`src/rtl/qclnw_pkg.sv`:
```
// Shared widths, register indexes and result bit positions of the nibble writer
`timescale 1ns / 1ps

package qclnw_pkg;

  localparam int unsigned S_TDATA_W  = 16;
  localparam int unsigned M_TDATA_W  = 16;
  localparam int unsigned CFG_IDX_W  = 1;
  localparam int unsigned CFG_DATA_W = 8;
  localparam int unsigned ENTRY_W    = 10;
  localparam int unsigned FREE_W     = 7;

  // Configuration register indexes
  localparam logic [CFG_IDX_W-1:0] REG_NORMAL_WAIT = 1'b0;
  localparam logic [CFG_IDX_W-1:0] REG_LONG_WAIT   = 1'b1;

  // Result tdata bit positions
  localparam int unsigned OUT_RS   = 0;
  localparam int unsigned OUT_E    = 1;
  localparam int unsigned OUT_NIB  = 2;
  localparam int unsigned OUT_ACC  = 6;
  localparam int unsigned OUT_BUSY = 7;
  localparam int unsigned OUT_TICK = 8;
  localparam int unsigned OUT_FREE = 9;

  // Queue entry: rs, long wait, byte
  typedef struct packed {
    logic       rs;
    logic       ext_wait;
    logic [7:0] byte_value;
  } entry_t;

endpackage

```
`src/rtl/queued_char_lcd_nibble_writer_top.sv`:
```
// Queued character display writer: op queue plus tick-driven 4-bit bus sequencer
//
// Input stream (s_axis): tuser selects the item kind, 0 enqueues the operation in
// tdata, 1 is one timer tick. An enqueue into a full queue is dropped.
// Output stream (m_axis): one result per input item: the bus pin levels, the
// accepted flag, busy, tick request and free queue slots after that item.
// Each tick advances the sequencer one step: pop and drive RS, high nibble, E high;
// E low; low nibble, E high; E low and load the post-byte wait; count down.
// Output: the result is registered and is on m_axis in the cycle after its input transfer.
// Throughput: one item per cycle while results are taken; the queue memory read for the
// next head is issued every cycle, so a pop never waits on the memory port.
// Stall: the result register holds while m_axis_tready is low and s_axis_tready
// drops until the result is taken; no item is lost or repeated.
// Reset: queue empty, sequencer idle, pins low, busy and tick request clear,
// wait registers back to 1 and 20. Queue contents are not cleared; no clear pass.
// Configuration: cfg_we_i writes register cfg_idx_i in the same cycle.
`timescale 1ns / 1ps

module queued_char_lcd_nibble_writer_top #(
  parameter int unsigned QUEUE_DEPTH = 64
) (
  input  logic                              clk_i,
  input  logic                              rst_ni,
  input  logic                              cfg_we_i,
  input  logic [qclnw_pkg::CFG_IDX_W-1:0]   cfg_idx_i,
  input  logic [qclnw_pkg::CFG_DATA_W-1:0]  cfg_data_i,
  input  logic                              s_axis_tvalid,
  output logic                              s_axis_tready,
  // [0] reg_select, [8:1] byte_value, [9] ext_wait, [15:10] zero
  input  logic [qclnw_pkg::S_TDATA_W-1:0]   s_axis_tdata,
  // [0] operation
  input  logic                              s_axis_tuser,
  output logic                              m_axis_tvalid,
  input  logic                              m_axis_tready,
  // [0] rs_pin, [1] enable_pin, [5:2] nibble_pins, [6] accepted, [7] busy_res,
  // [8] tick_request, [15:9] free_slots
  output logic [qclnw_pkg::M_TDATA_W-1:0]   m_axis_tdata
);

  localparam int unsigned IDX_W = (QUEUE_DEPTH > 1) ? $clog2(QUEUE_DEPTH) : 1;
  localparam int unsigned CNT_W = $clog2(QUEUE_DEPTH + 1);
  localparam logic [IDX_W-1:0] IDX_LAST = IDX_W'(QUEUE_DEPTH - 1);
  localparam logic [CNT_W-1:0] CNT_FULL = CNT_W'(QUEUE_DEPTH);

  localparam logic [2:0] PH_IDLE  = 3'd0;
  localparam logic [2:0] PH_HI_E1 = 3'd1;
  localparam logic [2:0] PH_HI_E0 = 3'd2;
  localparam logic [2:0] PH_LO_E1 = 3'd3;
  localparam logic [2:0] PH_WAIT  = 3'd4;

  // configuration
  logic [7:0] normal_wait_q, ext_wait_q;

  // sequencer state
  logic [2:0] phase_q, phase_d;
  logic [3:0] cur_lo_q, cur_lo_d;
  logic       cur_long_q, cur_long_d;
  logic [7:0] wait_q, wait_d;
  logic       busy_q, busy_d;
  logic       timer_q, timer_d;
  logic       pin_rs_q, pin_rs_d;
  logic       pin_e_q, pin_e_d;
  logic [3:0] pin_nib_q, pin_nib_d;

  // queue
  logic [CNT_W-1:0]  count_q, count_d;
  logic [IDX_W-1:0]  wr_idx_q, wr_idx_d, rd_idx_q, rd_idx_d;
  qclnw_pkg::entry_t mem [QUEUE_DEPTH];
  qclnw_pkg::entry_t mem_rd_q, fwd_data_q, head, wr_entry;
  logic              fwd_q;

  // output stage
  logic                            out_valid_q;
  logic [qclnw_pkg::M_TDATA_W-1:0] out_data_q, out_data_d;

  logic        in_fire, is_tick, do_wr, pop, full, empty, accepted;
  logic [31:0] free_full;

  assign s_axis_tready = !out_valid_q || m_axis_tready;
  assign in_fire       = s_axis_tvalid && s_axis_tready;
  assign is_tick       = s_axis_tuser;
  assign full          = (count_q == CNT_FULL);
  assign empty         = (count_q == '0);
  assign do_wr         = in_fire && !is_tick && !full;
  assign accepted      = do_wr;

  assign wr_entry.rs         = s_axis_tdata[0];
  assign wr_entry.byte_value = s_axis_tdata[8:1];
  assign wr_entry.ext_wait   = s_axis_tdata[9];

  assign head = fwd_q ? fwd_data_q : mem_rd_q;

  always_comb begin
    phase_d    = phase_q;
    cur_lo_d   = cur_lo_q;
    cur_long_d = cur_long_q;
    wait_d     = wait_q;
    busy_d     = busy_q;
    timer_d    = timer_q;
    pin_rs_d   = pin_rs_q;
    pin_e_d    = pin_e_q;
    pin_nib_d  = pin_nib_q;
    pop        = 1'b0;
    if (do_wr) begin
      busy_d  = 1'b1;
      timer_d = 1'b1;
    end else if (in_fire && is_tick) begin
      case (phase_q)
        PH_IDLE: begin
          if (empty) begin
            busy_d  = 1'b0;
            timer_d = 1'b0;
          end else begin
            pop        = 1'b1;
            cur_lo_d   = head.byte_value[3:0];
            cur_long_d = head.ext_wait;
            pin_rs_d   = head.rs;
            pin_nib_d  = head.byte_value[7:4];
            pin_e_d    = 1'b1;
            phase_d    = PH_HI_E1;
          end
        end
        PH_HI_E1: begin
          pin_e_d = 1'b0;
          phase_d = PH_HI_E0;
        end
        PH_HI_E0: begin
          pin_nib_d = cur_lo_q;
          pin_e_d   = 1'b1;
          phase_d   = PH_LO_E1;
        end
        PH_LO_E1: begin
          pin_e_d = 1'b0;
          wait_d  = cur_long_q ? ext_wait_q : normal_wait_q;
          phase_d = PH_WAIT;
        end
        PH_WAIT: begin
          // a zero load wraps here and runs a full 256 ticks
          wait_d = wait_q - 8'd1;
          if (wait_d == 8'd0) begin
            phase_d = PH_IDLE;
          end
        end
        default: begin
          phase_d = PH_IDLE;
        end
      endcase
    end
  end

  always_comb begin
    wr_idx_d = wr_idx_q;
    rd_idx_d = rd_idx_q;
    count_d  = count_q;
    if (do_wr) begin
      wr_idx_d = (wr_idx_q == IDX_LAST) ? '0 : wr_idx_q + IDX_W'(1);
      count_d  = count_q + CNT_W'(1);
    end
    if (pop) begin
      rd_idx_d = (rd_idx_q == IDX_LAST) ? '0 : rd_idx_q + IDX_W'(1);
      count_d  = count_q - CNT_W'(1);
    end
  end

  assign free_full = 32'(QUEUE_DEPTH) - 32'(count_d);

  always_comb begin
    out_data_d                                 = '0;
    out_data_d[qclnw_pkg::OUT_RS]              = pin_rs_d;
    out_data_d[qclnw_pkg::OUT_E]               = pin_e_d;
    out_data_d[qclnw_pkg::OUT_NIB +: 4]        = pin_nib_d;
    out_data_d[qclnw_pkg::OUT_ACC]             = accepted;
    out_data_d[qclnw_pkg::OUT_BUSY]            = busy_d;
    out_data_d[qclnw_pkg::OUT_TICK]            = timer_d;
    out_data_d[qclnw_pkg::OUT_FREE +: qclnw_pkg::FREE_W] = free_full[qclnw_pkg::FREE_W-1:0];
  end

  always_ff @(posedge clk_i or negedge rst_ni) begin
    if (!rst_ni) begin
      normal_wait_q <= 8'd1;
      ext_wait_q    <= 8'd20;
    end else if (cfg_we_i) begin
      case (cfg_idx_i)
        qclnw_pkg::REG_NORMAL_WAIT: normal_wait_q <= cfg_data_i;
        qclnw_pkg::REG_LONG_WAIT:   ext_wait_q    <= cfg_data_i;
        default: begin
        end
      endcase
    end
  end

  always_ff @(posedge clk_i or negedge rst_ni) begin
    if (!rst_ni) begin
      phase_q     <= PH_IDLE;
      cur_lo_q    <= '0;
      cur_long_q  <= 1'b0;
      wait_q      <= '0;
      busy_q      <= 1'b0;
      timer_q     <= 1'b0;
      pin_rs_q    <= 1'b0;
      pin_e_q     <= 1'b0;
      pin_nib_q   <= '0;
      count_q     <= '0;
      wr_idx_q    <= '0;
      rd_idx_q    <= '0;
      fwd_q       <= 1'b0;
      out_valid_q <= 1'b0;
    end else begin
      phase_q    <= phase_d;
      cur_lo_q   <= cur_lo_d;
      cur_long_q <= cur_long_d;
      wait_q     <= wait_d;
      busy_q     <= busy_d;
      timer_q    <= timer_d;
      pin_rs_q   <= pin_rs_d;
      pin_e_q    <= pin_e_d;
      pin_nib_q  <= pin_nib_d;
      count_q    <= count_d;
      wr_idx_q   <= wr_idx_d;
      rd_idx_q   <= rd_idx_d;
      // write to the slot being read: take the new entry, not the stale word
      fwd_q      <= do_wr && (wr_idx_q == rd_idx_d);
      if (s_axis_tready) begin
        out_valid_q <= s_axis_tvalid;
      end
    end
  end

  // queue memory, head word read every cycle
  always_ff @(posedge clk_i) begin
    if (do_wr) begin
      mem[wr_idx_q] <= wr_entry;
    end
    mem_rd_q   <= mem[rd_idx_d];
    fwd_data_q <= wr_entry;
  end

  always_ff @(posedge clk_i) begin
    if (in_fire) begin
      out_data_q <= out_data_d;
    end
  end

  assign m_axis_tvalid = out_valid_q;
  assign m_axis_tdata  = out_data_q;

endmodule

```
`config.mk`:
```
export PLATFORM = sky130hd
export DESIGN_NAME = queued_char_lcd_nibble_writer_top
export DESIGN_NICKNAME = d
export VERILOG_FILES = /design/src/rtl/qclnw_pkg.sv /design/src/rtl/queued_char_lcd_nibble_writer_top.sv
export SDC_FILE = /design/constraint.sdc
export NUM_CORES = 1
export LEC_CHECK = 0
export BUFFER_PORTS_ARGS = -buffer_cell sky130_fd_sc_hd__buf_2
export CELL_PAD_IN_SITES_DETAIL_PLACEMENT = 0
export CELL_PAD_IN_SITES_GLOBAL_PLACEMENT = 1
export CORE_UTILIZATION = 25
export CTS_CLUSTER_SIZE = 25
export DETAILED_ROUTE_END_ITERATION = 7
export GPL_TIMING_DRIVEN = 0
export PLACE_DENSITY_LB_ADDON = 0.1
export SYNTH_ARGS = -nofsm -noshare
export SYNTH_HDL_FRONTEND = slang
export SYNTH_SLANG_ARGS = --single-unit
```
`constraint.sdc`:
```
create_clock -name clk_i -period 3.2 [get_ports clk_i]
set_input_delay 0.32 -clock clk_i [delete_from_list [all_inputs] [get_ports clk_i]]
set_output_delay 0.32 -clock clk_i [all_outputs]
set_load 0.02 [all_outputs]
```
==> reports/results.ini, run 1 <==
[worst_setup_path]
crit_type=reg -> reg
path_depth=15
crit_family=simple AND/OR/NAND/NOR gates
cpPeakStageDelay_ns=0.64
critical_path.max_fanout=9
slowest_stage=or4_4
timing.rr.start=count_q[1]$_DFF_PN0_
r2r_end=mem_rd_q[3]$_DFF_P_
startpoint=count_q[1]$_DFF_PN0_
worstPathArrival_ns=4.42
r2r_setup_slack_ns=-0.71
critPathRequiredTime_ns=3.71
crit_path_cell_trace=inv_2, ha_4, or4b_4, o21a_1, buf_2, nand3_4, and2_4, inv_4, buf_12, buf_4, a211oi_1, a311o_1, a21o_1, nand4_1, or4_4
crit_buf_inv=5
reg2regPathDepth=15
endpoint=mem_rd_q[3]$_DFF_P_
cp-end-kind=register
start_kind=register

[sta]
drv_slew=7
rsz0062_at_grt=yes
setup_violations=11
tightest_slew_ns=1.50
layout_setup_ws_ns=-0.708
finalCritPeriodShare_pct=122
skew_ns=0.0302
setup_tns_ns=-6.11
fmaxAchievable_ghz=0.256
slew_headroom_pct=-0.0132
hold_viol_final=0
period_needed_ns=3.91

[pwr]
power_switching_mw=14.8
combPwrFrac_pct=44.4
power.density_nw_per_um2=951
p_clk_share_pct=26.0
irDropWorstVdd_mv=0.473
p_int_mw=23.3
p_total_mw=38.1
leakage_nw=13.5
swShare_pct=38.9
pwr-share-seq_pct=29.6

[synth]
synth_xor_area_share_pct=0.765
synth_top_family_by_area=simple AND/OR/NAND/NOR gates
ys_seq_area_share_pct=73.1
synth_fa_ha_area_share_pct=0.338
synth_ff_type=edfxtp_1
muxShareOfSynthArea_pct=7.36
synth_edf_count=656
synthArstFlopShare_pct=8.28
syn-num-nets=1997
netlist_instances=1958
synth-compound-area-share_pct=7.61
yosysUniqueCellTypes=77
synth_area_sq_um=29600
ys_seq_elements=737
yosys.area_share.simple_pct=8.52
yosys_warnings=0
syn_area_per_cell_sq_um=15.1

[grt]
grtUsageTotal_pct=20.9
first_global_vias=19400
grt_max_degree=66
gr-total-overflow=0
antenna_found_initial=6
grt_pass1_wl_mm=170

[place]
hpwl_mm=82.0
routabilityCongestion=0.885
postPlaceCellArea_sq_um=32000
port_buffers=42
place_ws_ns=-2.39

[finish]
register_area_sq_um=21600
area_delta_synth_final_pct=35.5
nFillCells=11200
final_area_sq_um=40100
final_common_cell=edfxtp_1
final_cell_mix=edfxtp_1, nand2_1, mux2i_1, buf_4, clkbuf_16
drive_gt1_share_pct=32.5
multiInputGateArea_sq_um=9470
fin_nets=2304

[die]
core_sq_um=117000
dieArea_sq_um=120000
die_h_um=346
die_w_um=346
io_pins=49
start_util_pct=25.3
row_count=125

[clocking]
htree_levels=3
cts.path.max_buffers=3
clk_pin_slew_ns=0.06
cts_root_buffer=clkbuf_16
clock-sinks=737
cts_tree=built
clock_latency_ns=0.68
cts_buffers=87

[flow_run]
maxCapViolations=1

[drt]
totalWireLength_mm=126
dr_total_vias=19300
dr.pass1.iters=5
vias_per_cell=5.01
wl_per_cell_um=32.7
drc=0
antenna_left=0
drt-initial-drc-count=1705

[outcome]
outcome=finished, violations left
violations=capacitance limit, slew limit, setup timing

[min_path]
hold_class=in -> reg

## per-layer routing
layer	routed length, um	vias up	track usage (%)
met5	0	-	0
met4	3570	0	5.42
met3	6710	152	2.80
met2	61600	648	35.6
met1	54200	10300	27.8
li1	-	8271	-
## flip-flops by register name, indices dropped and copies added (netlist names), 4 cells and up
| signal | flops |
|---|---|
| mem | 640 |
| m_axis_tdata | 16 |
| fwd_data_q | 10 |
| mem_rd_q | 10 |
| ext_wait_q | 8 |
| normal_wait_q | 8 |
| wait_q | 8 |
| count_q | 7 |
| rd_idx_q | 6 |
| wr_idx_q | 6 |
| cur_lo_q | 4 |
| pin_nib_q | 4 |
## power groups by stage
stage | clock, mW | sequential, mW | combinational, mW
after detailed placement | 0 | 11.5 | 11.5
after global routing | 10.5 | 11.4 | 17.4
after global placement | 0 | 11.5 | 11.4
after floorplan | 0 | 11.5 | 5.61
final | 9.91 | 11.3 | 16.9
after CTS | 10.2 | 11.3 | 16.2
## cell families (layout without fill, tap and decap cells)
logic type | Yosys count | in the layout
flops | 737 | 737
buf+inv | 133 | 509
compound gates | 309 | 309
fa+ha+maj | 8 | 8
simple gates | 562 | 562
other cells | 0 | 1
mux | 184 | 184
xor+xnor | 25 | 25
## synthesized netlist by cell type (34+ instances only)
library cell	count	area share, %
dfrtp_1	58	4.9
clkbuf_1	50	0.63
nand2_1	266	3.4
a211oi_1	51	1.3
nand3_1	73	1.2
o21ai_0	45	0.76
buf_2	35	0.59
a221oi_1	34	1.0
edfxtp_1	656	67
a31oi_1	36	0.76
nor2_1	107	1.4
mux2i_1	132	4.5
and3_1	48	1.0
## final cells by class
| cell class | count | share of cell area [%] |
|---|---|---|
| sequential | 737 | 54.0 |
| multi-input combinational | 1088 | 23.6 |
| timing repair buffer | 220 | 6.59 |
| clock buffer | 108 | 5.81 |
| tap | 1524 | 4.76 |
| buffer | 115 | 3.90 |
| clock inverter | 50 | 1.18 |
| inverter | 16 | 0.162 |
| antenna | 1 | 0.00624 |
## what timing repair did
item | 4_1_cts | 5_1_grt
setup endpoints to repair | 663 | 429
hold buffers | 13 | 0
buffers inserted | 116 | 29
cloned | 8 | 1
pin swaps | 83 | 46
resized for setup | 632 | 92
hold endpoints to repair | 79 | 0
## how the worst min path moves through the flow
stage	start	endpoint	slack (ns)	depth (start not counted)
2_1_floorplan	rst_ni	busy_q$_DFF_PN0_	0.02	0
3_3_place_gp	timer_q$_DFF_PN0_	timer_q$_DFF_PN0_	0.46	1
3_5_place_dp	busy_q$_DFF_PN0_	busy_q$_DFF_PN0_	0.47	1
4_1_cts	s_axis_tdata[5]	fwd_data_q[4]$_DFF_P_	0.03	1
5_1_grt	s_axis_tdata[5]	fwd_data_q[4]$_DFF_P_	0.05	1
6_report	s_axis_tdata[5]	fwd_data_q[4]$_DFF_P_	0.07	1
## stage by stage
stage               util, %  std cells  hold slack, ns
floorplan                 -       1958          0.0244
global placement       27.2       3524           0.458
detailed placement     27.3       3535           0.472
CTS                    33.7       3829          0.0289
global route           34.3       3859          0.0457
finish                 34.3       3859          0.0722
Note: power is estimated with default switching activity, not from simulation.
==> run 2, diff against run 1 <==
Settings changed: PLACE_DENSITY set to 0.44, PLACE_DENSITY_LB_ADDON 0.1 to unset.
==> reports/results.ini, run 2 (synthesis results as in run 1) <==
[pwr]
p_total_mw=36.9  ; -3.2%
power.density_nw_per_um2=926  ; -2.6%
irDropWorstVdd_mv=0.430  ; -8.9%
leakage_nw=13.3  ; -1.2%

[sta]
tightest_slew_ns=1.52  ; +0.0248 ns
skew_ns=0.0312  ; +0.000969 ns
rsz0062_at_grt=yes
drv_slew=10  ; +3
hold_viol_final=0  ; unchanged
setup_violations=10  ; -1
finalCritPeriodShare_pct=122  ; -0.47 points
slew_headroom_pct=-1.66  ; -1.7 points
period_needed_ns=3.89  ; -0.0151 ns
layout_setup_ws_ns=-0.693  ; +0.0151 ns
fmaxAchievable_ghz=0.257  ; +0.39%

[finish]
area_delta_synth_final_pct=34.6
largest_register=mem
drive_gt1_share_pct=32.7  ; +0.23 points
final_common_cell=edfxtp_1
final_cell_mix=edfxtp_1, nand2_1, buf_4, mux2i_1, clkbuf_16
largest_reg_flops=640  ; unchanged
fin_nets=2306  ; +0.087%

[die]
die_w_um=346  ; unchanged
dieArea_sq_um=120000  ; unchanged
io_pins=49  ; unchanged
start_util_pct=25.3  ; unchanged
row_count=125  ; unchanged
die_h_um=346  ; unchanged
core_sq_um=117000  ; unchanged

[min_path]
hold_class=in -> reg
worstHoldStart=m_axis_tready
min_to=m_axis_tvalid$_DFFE_PN0N_
min_path_cells=3  ; +2

[grt]
antenna_found_initial=6  ; unchanged
grtUsageTotal_pct=20.0  ; -0.90 points
grt_max_degree=66  ; unchanged
gr-total-overflow=0  ; unchanged
first_global_vias=19400  ; -0.010%
grt_pass1_wl_mm=164  ; -3.3%

[worst_setup_path]
critPathRequiredTime_ns=3.77  ; +0.06 ns
r2r_end=mem_rd_q[1]$_DFF_P_
slowest_stage=o211ai_1
crit_type=reg -> reg
cp-end-kind=register
crit_path_cell_trace=inv_2, ha_4, or4b_4, o21ai_4, buf_4, o21ai_4, and2_4, inv_2, buf_12, bufbuf_16, mux2i_1, mux4_2, o211ai_1, a211o_1
r2r_setup_slack_ns=-0.69  ; +0.02 ns
cpPeakStageDelay_ns=0.60  ; -0.04 ns
start_kind=register
timing.rr.start=count_q[1]$_DFF_PN0_
worstPathArrival_ns=4.46  ; +0.04 ns
critical_path.max_fanout=9  ; unchanged
reg2regPathDepth=14  ; -1

[drt]
totalWireLength_mm=121  ; -4.2%
drt-initial-drc-count=1827  ; +7.2%
wl_per_cell_um=31.3  ; -4.1%
dr_total_vias=19500  ; +0.89%
dr.pass1.iters=6  ; +1
vias_per_cell=5.06  ; +0.92%
antenna_left=0  ; unchanged
drc=0  ; unchanged

[outcome]
outcome=finished, violations left
violations=capacitance limit, slew limit, setup timing

[clocking]
cts_tree=built
cts_root_buffer=clkbuf_16
cts_buffers=83  ; -4.6%
cts.path.max_buffers=3  ; unchanged
clock-sinks=737  ; unchanged
clk_pin_slew_ns=0.06  ; about the same
clock_latency_ns=0.67  ; about the same
htree_levels=3  ; unchanged

[place]
hpwl_mm=77.8  ; -5.1%
routabilityCongestion=0.896  ; +1.3%
place_ws_ns=-2.42  ; -0.0288 ns
port_buffers=42  ; unchanged

[flow_run]
maxCapViolations=1  ; unchanged

-- run 2: cell types whose count changed in the layout (fill, tap and decap cells not counted), moves of 4 or more --
cell | previous run | this run
mux2i_1 | 100 | 87
clkbuf_16 | 93 | 87
clkbuf_4 | 10 | 14
buf_4 | 99 | 115
o21ai_0 | 34 | 38
buf_16 | 25 | 18
buf_8 | 19 | 14
mux2i_4 | 15 | 19
mux2i_2 | 17 | 26
o21ai_2 | 8 | 4
buf_12 | 74 | 78
-- run 2: what timing repair did --
| action | CTS | global route |
|---|---|---|
| pin swaps | 112 | 56 |
| gates cloned | 7 | 0 |
| hold buffers | 10 | 0 |
| endpoints found under the hold margin | 75 | 0 |
| endpoints found under the setup margin | 663 | 82 |
| buffers inserted | 139 | 26 |
| gates resized for setup | 609 | 94 |
-- run 2: worst max-delay path: cells and delay by family (launching register included) --
kind,cells,cell delay (ns)
flops,1,0.39
fa+ha+maj,1,0.12
mux,2,0.58
simple gates,2,0.70
buf+inv,5,0.81
compound gates,4,1.20
-- run 2: layer usage --
layer,routed length (um),track usage [%]
met1,51600,26.6
met2,56700,32.4
met3,7250,3.11
met4,5350,8.04
met5,0,0
-- run 2: stage by stage --
step / cell area, sq um / util, % / instances / hold WS (ns) / TNS [ns]
floorplan: 29600 / - / 1958 / 0.0244 / -0.00317
global route: 39800 / 34.1 / 3857 / 0.0596 / -6.37
CTS: 39200 / 33.6 / 3836 / 0.00536 / -6.34
global placement: 31700 / 27.2 / 3524 / 0.458 / -738.71
detailed placement: 31800 / 27.2 / 3529 / 0.468 / -739.86
finish: 39800 / 34.1 / 3858 / 0.0551 / -5.85
-- run 2: how the worst max path moves through the flow --
stage / start / endpoint / slack, ns / cells after the start
5_1_grt: count_q[0]$_DFF_PN0_ / mem_rd_q[1]$_DFF_P_ / -0.73 / 14
3_3_place_gp: count_q[0]$_DFF_PN0_ / mem_rd_q[5]$_DFF_P_ / -2.44 / 13
2_1_floorplan: count_q[0]$_DFF_PN0_ / mem_rd_q[7]$_DFF_P_ / -0.003 / 15
4_1_cts: count_q[1]$_DFF_PN0_ / mem_rd_q[3]$_DFF_P_ / -0.70 / 13
3_5_place_dp: count_q[0]$_DFF_PN0_ / mem_rd_q[5]$_DFF_P_ / -2.42 / 13
6_report: count_q[1]$_DFF_PN0_ / mem_rd_q[1]$_DFF_P_ / -0.69 / 14
-- run 2: report_power, final --
part	total, mW	internal, mW	switching, mW
combinational	16.2	6.11	10.1
clock	9.43	5.43	4.00
sequential	11.3	11.0	0.300
-- run 2: layout make-up --
type / count / area [sq um]
diodes: 1 / 2.50
plain buffers: 114 / 1460
clock buffers: 105 / 2230
clock inverters: 46 / 405
fillers: 11200 / 77000
inverters: 16 / 62.6
multi-input cells: 1088 / 9540
flip-flops and latches: 737 / 21600
well taps: 1524 / 1910
repair buffers: 227 / 2600
==> run 3, diff against run 2 <==
Settings changed: CELL_PAD_IN_SITES_DETAIL_PLACEMENT 0 to unset, CELL_PAD_IN_SITES_GLOBAL_PLACEMENT 1 to unset, PLACE_DENSITY 0.44 to 0.39.
==> reports/results.ini, run 3 (synthesis results as in run 1) <==
[grt]
antenna_found_initial=2  ; -4
grtUsageTotal_pct=19.3  ; -0.64 points
grt_pass1_wl_mm=160  ; -2.7%
grt_max_degree=66  ; unchanged
gr-total-overflow=0  ; unchanged
first_global_vias=19000  ; -2.0%

[worst_setup_path]
start_kind=register
reg2regPathDepth=16  ; +2
path_common_cell=buf_16
cpPeakStageDelay_ns=0.49  ; -0.11 ns
crit_path_cell_trace=inv_2, ha_4, or4b_4, o21ai_4, or4_4, and2_4, buf_12, buf_16, buf_16, buf_16, buf_8, nand2_1, a32oi_4, nand3_4, o211ai_1, a211o_1
r2r_setup_slack_ns=-0.71  ; -0.02 ns
critPathRequiredTime_ns=3.76  ; about the same
crit_type=reg -> reg
slowest_stage=or4b_4
crit_family=simple AND/OR/NAND/NOR gates
timing.rr.start=count_q[1]$_DFF_PN0_
cp-end-kind=register
critical_path.max_fanout=10  ; +1
worstPathArrival_ns=4.48  ; +0.02 ns
r2r_end=mem_rd_q[1]$_DFF_P_
crit_buf_inv=6  ; +1

[clocking]
cts.path.max_buffers=3  ; unchanged
cts_root_buffer=clkbuf_16
clock_latency_ns=0.67  ; about the same
clk_pin_slew_ns=0.06  ; about the same
cts_buffers=83  ; unchanged
htree_levels=3  ; unchanged
cts_tree=built
clock-sinks=737  ; unchanged

[place]
routabilityCongestion=0.915  ; +2.1%
port_buffers=42  ; unchanged
hpwl_mm=75.6  ; -2.9%

[sta]
setup_violations=11  ; +1
rsz0062_at_grt=yes
slew_headroom_pct=27.3  ; +29 points
finalCritPeriodShare_pct=122  ; +0.68 points
period_needed_ns=3.91  ; +0.0219 ns
hold_viol_final=0  ; unchanged
tightest_slew_ns=1.09  ; -0.435 ns
finalHoldWorstSlack_ns=0.0485  ; -0.00658 ns
drv_slew=0  ; -10
fmaxAchievable_ghz=0.255  ; -0.56%
layout_setup_ws_ns=-0.715  ; -0.0219 ns
skew_ns=0.0359  ; +0.00470 ns

[finish]
drive_gt1_share_pct=29.9  ; -2.9 points
nFillCells=11300  ; +0.81%
largest_reg_flops=640  ; unchanged
final_cell_mix=edfxtp_1, nand2_1, mux2i_1, clkbuf_16, buf_4
fin_nets=2250  ; -2.4%
largest_register=mem
area_delta_synth_final_pct=30.7
insertedDiodeCount=0  ; -1
final_common_cell=edfxtp_1

[drt]
wl_met2_mm=54.0  ; -4.7%
dr_total_vias=19300  ; -0.80%
vias_per_cell=5.09  ; +0.66%
met3RoutedLength_mm=8.06  ; +11%
totalWireLength_mm=117  ; -3.0%
antenna_left=0  ; unchanged
wl_per_cell_um=30.8  ; -1.6%
wl_met1_mm=50.3  ; -2.5%
drt-initial-drc-count=1916  ; +4.9%
dr.pass1.iters=5  ; -1
drc=0  ; unchanged
highest_layer=met4

[min_path]
min_to=m_axis_tvalid$_DFFE_PN0N_
worstHoldStart=m_axis_tready
hold_class=in -> reg
min_path_cells=3  ; unchanged

[outcome]
outcome=finished, violations left
violations=setup timing

[die]
die_w_um=346  ; unchanged
dieArea_sq_um=120000  ; unchanged
start_util_pct=25.3  ; unchanged
core_sq_um=117000  ; unchanged
die_h_um=346  ; unchanged
row_count=125  ; unchanged
io_pins=49  ; unchanged

[pwr]
leakage_nw=12.9  ; -3.2%
irDropWorstVdd_mv=0.396  ; -7.9%
p_total_mw=35.6  ; -3.5%
power.density_nw_per_um2=921  ; -0.60%

[flow_run]
maxCapViolations=0  ; -1

run 3: changes by cell type in the layout (fill, tap and decap cells not counted), sizes merged:
cell      before  now
buf          287  228
bufbuf         1    0
bufinv         6    2
clkbuf       148  159
clkinv        34   30
clkinvlp       2    4
diode          1    0
run 3: through the flow:
| step | cell area, sq um | setup TNS, ns | setup WS [ns] | util [%] | std cells |
|---|---|---|---|---|---|
| 2_1_floorplan | 29600 | -0.00317 | -0.00310 | - | 1958 |
| 3_3_place_gp | 31700 | -894.25 | -2.37 | 27.2 | 3524 |
| 3_5_place_dp | 31800 | -928.07 | -2.27 | 27.2 | 3525 |
| 4_1_cts | 38100 | -6.23 | -0.641 | 32.6 | 3785 |
| 5_1_grt | 38700 | -7.43 | -0.751 | 33.1 | 3802 |
| 6_report | 38700 | -6.77 | -0.715 | 33.1 | 3802 |
run 3: where the power goes:
group          switching [mW]  leakage (nW)  internal [mW]
registers               0.300          6.80           11.0
clock network            3.97          1.26           5.24
logic                    9.69          4.85           5.42
total                    14.0          12.9           21.6
run 3: worst reg2reg max path: cells and delay by family (launching register included):
kind | cells | cell delay, ns
AOI/OAI and AO/OA | 4 | 1.12
adders and majority gates | 1 | 0.12
buffers and inverters | 6 | 1.07
DFF | 1 | 0.39
and+or+nand+nor | 5 | 1.14
run 3: metal layers:
metal	vias to the layer above	track usage (%)
met5	-	0
li1	8148	-
met2	817	30.6
met1	10200	26.3
met4	0	7.60
met3	202	3.31
run 3: worst max path at each step:
stage,from,end,cells past startpoint
floorplan,count_q[0]$_DFF_PN0_,mem_rd_q[7]$_DFF_P_,15
global placement,count_q[0]$_DFF_PN0_,mem_rd_q[2]$_DFF_P_,15
detailed placement,count_q[0]$_DFF_PN0_,mem_rd_q[2]$_DFF_P_,15
CTS,count_q[1]$_DFF_PN0_,mem_rd_q[3]$_DFF_P_,15
global route,count_q[1]$_DFF_PN0_,mem_rd_q[7]$_DFF_P_,14
finish,count_q[1]$_DFF_PN0_,mem_rd_q[1]$_DFF_P_,16
run 3: final cells by class:
type,count,area [sq um],share of cell area (%)
sequential,737,21600,55.9
multi-input combinational,1088,9240,23.9
clock buffer,112,2310,5.97
timing repair buffer,169,1830,4.73
inverter,16,67.6,0.175
clock inverter,40,275,0.712
buffer,116,1420,3.66
tap,1524,1910,4.93
run 3: timing repair:
action | 4_1_cts | 5_1_grt
setup buffers | 94 | 18
gates resized for setup | 574 | 63
hold buffers | 10 | 0
cloned | 4 | 0
pin swaps | 74 | 34
endpoints found under the setup margin | 664 | 531
hold endpoints to repair | 75 | 0
